<file path="src/rtl/oldq_pkg.sv">
// Package for the ordered list deque engine: sizes, operation and status codes,
// and the command struct between the controller and the datapath.
// Depends on nothing; every other file of the block uses it.
package oldq_pkg;

  localparam int DEPTH   = 16;
  localparam int CNT_W   = $clog2(DEPTH + 1);
  localparam int IDX_W   = $clog2(DEPTH);
  localparam int DATA_W  = 32;
  localparam int OP_W    = 3;
  localparam int STAT_W  = 2;
  localparam int COUNT_W = 5;

  typedef logic [CNT_W-1:0]          cnt_t;
  typedef logic [COUNT_W-1:0]        count_t;
  typedef logic signed [DATA_W-1:0]  data_t;

  typedef enum logic [OP_W-1:0] {
    OP_PUSH_FRONT = 3'd0,
    OP_PUSH_BACK  = 3'd1,
    OP_POP_FRONT  = 3'd2,
    OP_POP_BACK   = 3'd3,
    OP_REMOVE     = 3'd4,
    OP_SEARCH     = 3'd5
  } op_t;

  typedef enum logic [STAT_W-1:0] {
    ST_DONE     = 2'd0,
    ST_FULL     = 2'd1,
    ST_EMPTY    = 2'd2,
    ST_NOTFOUND = 2'd3
  } status_t;

  typedef struct packed {
    logic load;
    logic compare;
    logic apply;
  } cmd_t;

endpackage

</file>
<file path="src/rtl/oldq_dp.sv">
// Datapath of the ordered list deque engine: the row of entry cells, the
// parallel compare stage, the fill count and the result registers.
// Depends on oldq_pkg; driven by commands from oldq_ctrl.
module oldq_dp (
  input  logic                              clk,
  input  logic                              rst_n,
  input  oldq_pkg::cmd_t                    cmd,
  input  logic [oldq_pkg::OP_W-1:0]         in_op,
  input  logic signed [oldq_pkg::DATA_W-1:0] in_value,
  output logic [oldq_pkg::STAT_W-1:0]       out_status,
  output logic                              out_hit,
  output logic [oldq_pkg::COUNT_W-1:0]      out_count
);

  oldq_pkg::data_t                entries_r [oldq_pkg::DEPTH];
  oldq_pkg::data_t                entries_nxt [oldq_pkg::DEPTH];
  oldq_pkg::cnt_t                 count_r;
  oldq_pkg::cnt_t                 count_nxt;
  logic [oldq_pkg::OP_W-1:0]      op_r;
  oldq_pkg::data_t                value_r;
  logic [oldq_pkg::DEPTH-1:0]     match_r;
  logic [oldq_pkg::DEPTH-1:0]     match_nxt;
  logic [oldq_pkg::DEPTH-1:0]     first_hit;
  logic [oldq_pkg::DEPTH-1:0]     shift_mask;
  logic                           any_hit;
  logic                           full;
  logic                           empty;
  oldq_pkg::status_t              status_nxt;
  logic                           hit_nxt;
  logic [oldq_pkg::STAT_W-1:0]    status_r;
  logic                           hit_r;
  oldq_pkg::count_t               out_count_r;

  always_comb begin
    for (int i = 0; i < oldq_pkg::DEPTH; i++) begin
      match_nxt[i] = (entries_r[i] == value_r) && (oldq_pkg::cnt_t'(i) < count_r);
    end
  end

  // Lowest set match bit is the entry nearest the front; it and all cells
  // behind it take their neighbor's value when that entry is removed.
  assign first_hit  = match_r & (~match_r + 1'b1);
  assign shift_mask = ~(first_hit - 1'b1);
  assign any_hit    = |match_r;
  assign full       = (count_r == oldq_pkg::cnt_t'(oldq_pkg::DEPTH));
  assign empty      = (count_r == '0);

  always_comb begin
    for (int i = 0; i < oldq_pkg::DEPTH; i++) begin
      entries_nxt[i] = entries_r[i];
    end
    count_nxt  = count_r;
    status_nxt = oldq_pkg::ST_DONE;
    hit_nxt    = 1'b0;
    case (op_r)
      oldq_pkg::OP_PUSH_FRONT: begin
        if (full) begin
          status_nxt = oldq_pkg::ST_FULL;
        end else begin
          entries_nxt[0] = value_r;
          for (int i = 1; i < oldq_pkg::DEPTH; i++) begin
            entries_nxt[i] = entries_r[i-1];
          end
          count_nxt = count_r + 1'b1;
        end
      end
      oldq_pkg::OP_PUSH_BACK: begin
        if (full) begin
          status_nxt = oldq_pkg::ST_FULL;
        end else begin
          for (int i = 0; i < oldq_pkg::DEPTH; i++) begin
            if (oldq_pkg::cnt_t'(i) == count_r) begin
              entries_nxt[i] = value_r;
            end
          end
          count_nxt = count_r + 1'b1;
        end
      end
      oldq_pkg::OP_POP_FRONT: begin
        if (empty) begin
          status_nxt = oldq_pkg::ST_EMPTY;
        end else begin
          for (int i = 0; i < oldq_pkg::DEPTH - 1; i++) begin
            entries_nxt[i] = entries_r[i+1];
          end
          count_nxt = count_r - 1'b1;
        end
      end
      oldq_pkg::OP_POP_BACK: begin
        if (empty) begin
          status_nxt = oldq_pkg::ST_EMPTY;
        end else begin
          count_nxt = count_r - 1'b1;
        end
      end
      oldq_pkg::OP_REMOVE: begin
        if (empty) begin
          status_nxt = oldq_pkg::ST_EMPTY;
        end else if (any_hit) begin
          hit_nxt = 1'b1;
          for (int i = 0; i < oldq_pkg::DEPTH - 1; i++) begin
            if (shift_mask[i]) begin
              entries_nxt[i] = entries_r[i+1];
            end
          end
          count_nxt = count_r - 1'b1;
        end else begin
          status_nxt = oldq_pkg::ST_NOTFOUND;
        end
      end
      oldq_pkg::OP_SEARCH: begin
        if (any_hit) begin
          hit_nxt = 1'b1;
        end else begin
          status_nxt = oldq_pkg::ST_NOTFOUND;
        end
      end
      default: begin
      end
    endcase
  end

  always_ff @(posedge clk) begin
    if (!rst_n) begin
      count_r <= '0;
    end else if (cmd.apply) begin
      count_r <= count_nxt;
    end
  end

  always_ff @(posedge clk) begin
    if (cmd.load) begin
      op_r    <= in_op;
      value_r <= in_value;
    end
    if (cmd.compare) begin
      match_r <= match_nxt;
    end
    if (cmd.apply) begin
      for (int i = 0; i < oldq_pkg::DEPTH; i++) begin
        entries_r[i] <= entries_nxt[i];
      end
      status_r    <= status_nxt;
      hit_r       <= hit_nxt;
      out_count_r <= oldq_pkg::count_t'(count_nxt);
    end
  end

  assign out_status = status_r;
  assign out_hit    = hit_r;
  assign out_count  = out_count_r;

endmodule

</file>
<file path="src/rtl/oldq_ctrl.sv">
// Controller of the ordered list deque engine: sequences accept, compare and
// update for each item and owns the input and result handshakes.
// Depends on oldq_pkg; drives oldq_dp through the command struct.
module oldq_ctrl (
  input  logic           clk,
  input  logic           rst_n,
  input  logic           in_valid,
  output logic           in_ready,
  output logic           out_valid,
  input  logic           out_ready,
  output oldq_pkg::cmd_t cmd
);

  typedef enum logic [1:0] {
    S_IDLE,
    S_CMP,
    S_APPLY
  } state_t;

  state_t state_r;
  state_t state_nxt;
  logic   in_ready_r;
  logic   in_ready_nxt;
  logic   out_valid_r;
  logic   out_valid_nxt;
  logic   accept;
  logic   apply;

  assign accept = in_valid && in_ready_r;
  assign apply  = (state_r == S_APPLY) && (!out_valid_r || out_ready);

  always_comb begin
    state_nxt     = state_r;
    in_ready_nxt  = in_ready_r;
    out_valid_nxt = out_valid_r;
    if (out_valid_r && out_ready) begin
      out_valid_nxt = 1'b0;
    end
    unique case (state_r)
      S_IDLE: begin
        in_ready_nxt = !accept;
        if (accept) begin
          state_nxt = S_CMP;
        end
      end
      S_CMP: begin
        state_nxt = S_APPLY;
      end
      S_APPLY: begin
        if (apply) begin
          out_valid_nxt = 1'b1;
          in_ready_nxt  = 1'b1;
          state_nxt     = S_IDLE;
        end
      end
      default: begin
        state_nxt = S_IDLE;
      end
    endcase
  end

  always_ff @(posedge clk) begin
    if (!rst_n) begin
      state_r     <= S_IDLE;
      in_ready_r  <= 1'b0;
      out_valid_r <= 1'b0;
    end else begin
      state_r     <= state_nxt;
      in_ready_r  <= in_ready_nxt;
      out_valid_r <= out_valid_nxt;
    end
  end

  assign cmd.load    = accept;
  assign cmd.compare = (state_r == S_CMP);
  assign cmd.apply   = apply;
  assign in_ready    = in_ready_r;
  assign out_valid   = out_valid_r;

endmodule

</file>
<file path="src/rtl/ordered_list_deque_engine.sv">
// Top level of the ordered list deque engine: an ordered list of up to
// sixteen signed 32-bit values, front at position zero, held in a row of
// cells. Each item is one request (push front or back, pop front or back,
// remove the first equal value, or search) and yields exactly one result with
// a status, a hit flag and the new count. An item passes three steps from
// acceptance to the next ready: it is captured, then every cell compares
// against the value in parallel, then the cells shift and the result register
// loads. The result then waits in its register while the next item is taken;
// the update of the following item stalls only while an untaken result still
// holds that register. Depends on oldq_pkg, oldq_ctrl and oldq_dp.
module ordered_list_deque_engine (
  input  logic                                clk,
  input  logic                                rst_n,
  input  logic                                in_valid,
  output logic                                in_ready,
  input  logic [oldq_pkg::OP_W-1:0]           in_op,
  input  logic signed [oldq_pkg::DATA_W-1:0]  in_value,
  output logic                                out_valid,
  input  logic                                out_ready,
  output logic [oldq_pkg::STAT_W-1:0]         out_status,
  output logic                                out_hit,
  output logic [oldq_pkg::COUNT_W-1:0]        out_count
);

  oldq_pkg::cmd_t cmd;

  oldq_ctrl u_ctrl (
    .clk       (clk),
    .rst_n     (rst_n),
    .in_valid  (in_valid),
    .in_ready  (in_ready),
    .out_valid (out_valid),
    .out_ready (out_ready),
    .cmd       (cmd)
  );

  oldq_dp u_dp (
    .clk        (clk),
    .rst_n      (rst_n),
    .cmd        (cmd),
    .in_op      (in_op),
    .in_value   (in_value),
    .out_status (out_status),
    .out_hit    (out_hit),
    .out_count  (out_count)
  );

endmodule

</file>
<file path="config.mk">
export PLATFORM = sky130hd
export DESIGN_NAME = ordered_list_deque_engine
export DESIGN_NICKNAME = d
export VERILOG_FILES = /design/src/rtl/oldq_pkg.sv /design/src/rtl/oldq_dp.sv /design/src/rtl/oldq_ctrl.sv /design/src/rtl/ordered_list_deque_engine.sv
export SDC_FILE = /design/constraint.sdc
export NUM_CORES = 1
export LEC_CHECK = 0
export BUFFER_PORTS_ARGS = -buffer_cell sky130_fd_sc_hd__buf_2
export CAP_MARGIN = 30
export CORE_MARGIN = 2
export CORE_UTILIZATION = 64
export DETAILED_ROUTE_END_ITERATION = 7
export PLACE_DENSITY = 0.81
export RECOVER_POWER = 50
export SLEW_MARGIN = 25
export SYNTH_ARGS = -nofsm -noshare
export SYNTH_HDL_FRONTEND = slang
export SYNTH_SLANG_ARGS = --single-unit
</file>
<file path="constraint.sdc">
create_clock -name clk -period 6.5 [get_ports clk]
set_clock_uncertainty 0.1 [all_clocks]
set_input_delay 0.65 -clock clk [delete_from_list [all_inputs] [get_ports clk]]
set_output_delay 0.65 -clock clk [all_outputs]
set_load 0.05 [all_outputs]
</file>
---- Word level (Yosys, flattened, before mapping) ----
Memories as Yosys holds them, arrays and structs flattened.
Cells that the tools add are included.
word-level totals
  register bits after elaboration ......... 68
  memory bits (writable) .................. 512
  input port bits ......................... 39
  output and inout bits ................... 10
  word-level logic and storage cells ...... 167
  memories ................................ 1
memories
  name            depth  bits a word  rd ports  clocked after memory_dff  wr ports  line           text
  u_dp.entries_r  16     32           16        0                         16        oldq_dp.sv:15  oldq_pkg::data_t entries_r [oldq_pkg::DEPTH];
cells by class
  $add $sub $neg .......................... 4
  order comparisons ....................... 16
  equal/unequal tests ..................... 41
  muxes and demuxes ....................... 61
  bitwise gates (word level) .............. 3
  reductions and logical operators ........ 31
operators with widths
  cell                                                        count
  case mux 480 bit (4 select lines)                           1
  2-to-1 mux 480 bit                                          3
  2-to-1 mux 512 bit                                          2
  2-to-1 mux 32 bit                                           31
  == test 32 bit                                              16
  case mux 32 bit (2 select lines)                            1
  == test 4 x 5 -> 1 bit (first input constant)               8
  less-than comparator 4 x 5 -> 1 bit (first input constant)  8
  inverter 15 bit                                             2
  == test 3 x 5 -> 1 bit (first input constant)               4
  less-than comparator 3 x 5 -> 1 bit (first input constant)  4
  2-to-1 mux 5 bit                                            4
  logical AND 1 bit                                           19
  OR reduction 16 bit                                         1
  adder 15 x 1 -> 15 bit (second input constant)              1
  AND 15 bit                                                  1
  case mux 5 bit (3 select lines)                             1
  subtractor 15 x 1 -> 15 bit (second input constant)         1
  == test 2 x 5 -> 1 bit (first input constant)               2
  less-than comparator 1 x 5 -> 1 bit (first input constant)  2
  less-than comparator 2 x 5 -> 1 bit (first input constant)  2
  2-to-1 mux 2 bit                                            5
  2-to-1 mux 1 bit                                            9
  case mux 2 bit (4 select lines)                             1
  other kinds (20)                                            27

---- Logic depth before layout (Yosys ltp) ----
  depth after elaboration ................. 9
  depth in mapped cells ................... 10
  gate-level depth less buffers ........... 7

---- Modules after synthesis ----
From an unflattened synthesis, not the netlist that was laid out.
unflattened totals
  cell total of the unflattened synthesis .. 2267
  area, all modules ....................... 30513.0 sq um
by module, submodules not included
  module     times used  cells each  area each (sq um)  seq. area each (sq um)
  oldq_dp    1           2246        30289.0            17246.5
  oldq_ctrl  1           21          224.0              80.1

---- Worst setup path before layout ----
No wires, ideal clock.
  path type ............................... register to register
  start ................................... register u_dp.count_r[1] (netlist name)
  end ..................................... memory u_dp.entries_r[1][32] in the netlist's numbering (enable)
  library setup time ...................... 470 ps
  data arrival time ....................... 4519 ps
  required time ........................... 5930 ps
  slack ................................... 1411 ps
  stages on the path, launching flop included .. 11
  path buffers ............................ 3
  period minus slack after synthesis ...... 5089 ps
  path through ............................ dfxtp_1 -> clkbuf_1 -> clkbuf_1 -> inv_1 -> ha_1 -> nor4b_1 -> o21ai_0 -> nand2b_1 -> a211o_2 -> buf_4 -> a211oi_1
RTL lines
  element        line
  end, declared  oldq_dp.sv:15

==> flow_summary.json <==
{
  "vdd_drop_max_mv": 0.255,
  "grt_start_max_net_pins": 197,
  "drive_above_1_share_pct": 10.1,
  "wirelength_um": 100000,
  "fin_nets": 2245,
  "status": "finished, violations left",
  "r2r_start": "u_dp.op_r[0]",
  "power_density_mw_per_mm2": 250,
  "leakage_nw": 11.0,
  "postLayoutCellArea_mm2": 0.0327,
  "worstHoldStart": "in_value[29]",
  "die_area_mm2": 0.0494,
  "yosys.area.top_type_share_pct": 56.3,
  "drtIter0Drc": 4274,
  "clk_latency_ns": 0.64,
  "r2r-end": "u_dp.entries_r[0][102]",
  "r2r_cells": 6,
  "hold_viol_final": 0,
  "synth_cell_types": 57,
  "numCtsBuffers": 59,
  "hold_buffers": 0,
  "netlist_top_cells_count": "edfxtp_1, a221o_1, xor2_1, clkbuf_1, xnor2_1",
  "ys.flop_type": "edfxtp_1",
  "cts_setup_buffers": 0,
  "synth_warnings": 0,
  "finalSetupTns_ns": 0,
  "slew_viol_final": 372,
  "rows": 79,
  "start_kind": "register",
  "synth_most_common_cell": "edfxtp_1",
  "worst_hold_path_type": "input pin to register",
  "vias": 22300,
  "fin_crit_ns": 5.28,
  "cap_viol_max_count": 6,
  "clock_sinks": 580,
  "ys_ff_latch": 580,
  "min_to": "u_dp.value_r[29]",
  "firstDrtPassIters": 6,
  "hpwl_um": 72000,
  "ys_top_cells_by_area": "edfxtp_1, a221o_1, xor2_1, xnor2_1, nor4_1",
  "cts-root-buf": "clkbuf_16",
  "finalCritPeriodShare_pct": 81.3,
  "die-width_um": 222,
  "drc": 0,
  "async_flop_share_pct": 0,
  "syn2layout_area_growth_pct": 7.52,
  "cts.path.max_buffers": 3,
  "setup_viol": 0,
  "grt_overflow": 0,
  "synth.cell_area_mm2": 0.0305,
  "rsz0062_at_grt": "no",
  "synth_edf_count": 571,
  "relSlewSlack_pct": -94.6,
  "yosysTopAreaCell": "edfxtp_1",
  "tritoncts": "yes",
  "critPathRequiredTime_ns": 6.74,
  "grtUsageTotal_pct": 40.2,
  "ys_seq_area_share_pct": 56.9,
  "htreeDepth": 2,
  "viasPerCell": 7.81,
  "core_area_mm2": 0.0468,
  "antenna_found_initial": 0,
  "end_kind": "register",
  "diodes": 0,
  "pin_count": 49,
  "synthCells": 2276,
  "hold_ws_ns": 0.0797,
  "portBuffers": 48,
  "clk_pin_slew_worst_paths_ns": 0.06,
  "syn_avg_cell_area_um2": 13.4,
  "cp.arrival_ns": 5.52,
  "first_global_vias": 20700,
  "regToRegSetupSlack_ns": 1.22,
  "syn-num-nets": 2320,
  "worst_pin_slew_ns": 2.92,
  "postRouteAntennaNets": 0,
  "hold_depth": 1,
  "worstPathMaxFanout": 40,
  "wire_per_inst_um": 35.1,
  "violations": "max-capacitance violations, max-slew violations",
  "grt_pass1_wl_um": 144000,
  "place_area_mm2": 0.0311,
  "die_h_um": 222,
  "critPathKind": "register to register",
  "fmax_mhz": 189,
  "cts_resized": 0,
  "gp_congestion": 1.07,
  "start_util_pct": 65.1
}
-- how the worst max path moves through the flow --
stage,from,end,slack [ns],depth (start not counted)
6_report,u_dp.op_r[0],u_dp.entries_r[0][102],1.22,6
5_1_grt,u_dp.op_r[0],u_dp.entries_r[0][34],1.27,6
4_1_cts,u_dp.count_r[0],u_dp.entries_r[0][128],2.66,6
3_5_place_dp,u_dp.count_r[0],u_dp.entries_r[0][141],2.61,6
3_3_place_gp,u_dp.count_r[0],u_dp.entries_r[0][77],2.74,6
2_1_floorplan,u_dp.count_r[1],u_dp.entries_r[1][32],1.41,10
-- layer usage --
| metal | vias up | global-route usage (%) | routed length, um | part of all wire (%) |
|---|---|---|---|---|
| met3 | 365 | 6.04 | 11600 | 12 |
| met5 | - | 0 | 0 | 0 |
| met2 | 1953 | 58.5 | 43300 | 43 |
| met4 | 0 | 32.8 | 9780 | 9.8 |
| li1 | 9051 | - | - | - |
| met1 | 10900 | 53.8 | 35500 | 35 |
-- metrics by stage --
step	cells	setup WS, ns	total power, mW	utilization, %
final	2851	1.22	8.18	70.0
after global routing	2851	1.27	8.34	70.0
after floorplan	2276	1.41	4.81	-
after detailed placement	2746	2.61	5.04	66.5
after CTS	2850	2.66	8.16	70.2
after global placement	2742	2.74	5.02	66.4
-- critical path: stages (launching register included) --
cell and delay (ns):
edfxtp_1 0.32, clkbuf_1 1.53, nand2_1 1.33, buf_4 0.61, a31oi_1 0.61, nor3b_2 0.12
buf_4 0.33
-- cell usage in the layout, fill, tap and decap left out, types with 33 or more instances in the layout --
cell type,Yosys,final
a21o_1,33,33
a221o_1,448,448
buf_2,59,37
buf_4,6,56
clkbuf_1,148,34
clkbuf_16,0,59
edfxtp_1,571,571
nand4_1,47,47
nor4_1,102,104
xnor2_1,130,130
xor2_1,378,378
-- power by group --
group	internal, mW	total [mW]	switching (mW)
clock network	1.73	3.18	1.45
registers	4.16	4.19	0.0289
logic	0.291	0.802	0.511
total	6.19	8.18	1.99
-- logic make-up after synthesis --
| family | synth area share, % |
|---|---|
| AOI/OAI and AO/OA | 17.4 |
| muxes | 1.04 |
| buffers and inverters | 3.79 |
| xor gates and xnor gates | 14.6 |
| adders and majority gates | 0.205 |
| and+or+nand+nor | 6.10 |
| DFF | 56.9 |
-- registers in the layout, summed over array words and instances (netlist names) --
name              flops
u_ctrl.out_valid      1
u_dp.out_hit          1
u_dp.value_r         32
u_dp.match_r         16
u_ctrl.state_r        2
u_ctrl.in_ready       1
u_dp.out_status       2
u_dp.entries_r      512
u_dp.op_r             3
u_dp.count_r          5
u_dp.out_count        5
-- cell type report --
| type | instances | area (um^2) |
|---|---|---|
| Sequential cell | 580 | 17300 |
| Fill cell | 3249 | 14000 |
| Multi-Input combinational cell | 1426 | 12100 |
| Clock buffer | 72 | 1530 |
| Timing Repair Buffer | 120 | 790 |
| Tap cell | 607 | 759 |
| Clock inverter | 32 | 210 |
| Inverter | 14 | 52.6 |
Power figures use the tool's default switching activity.
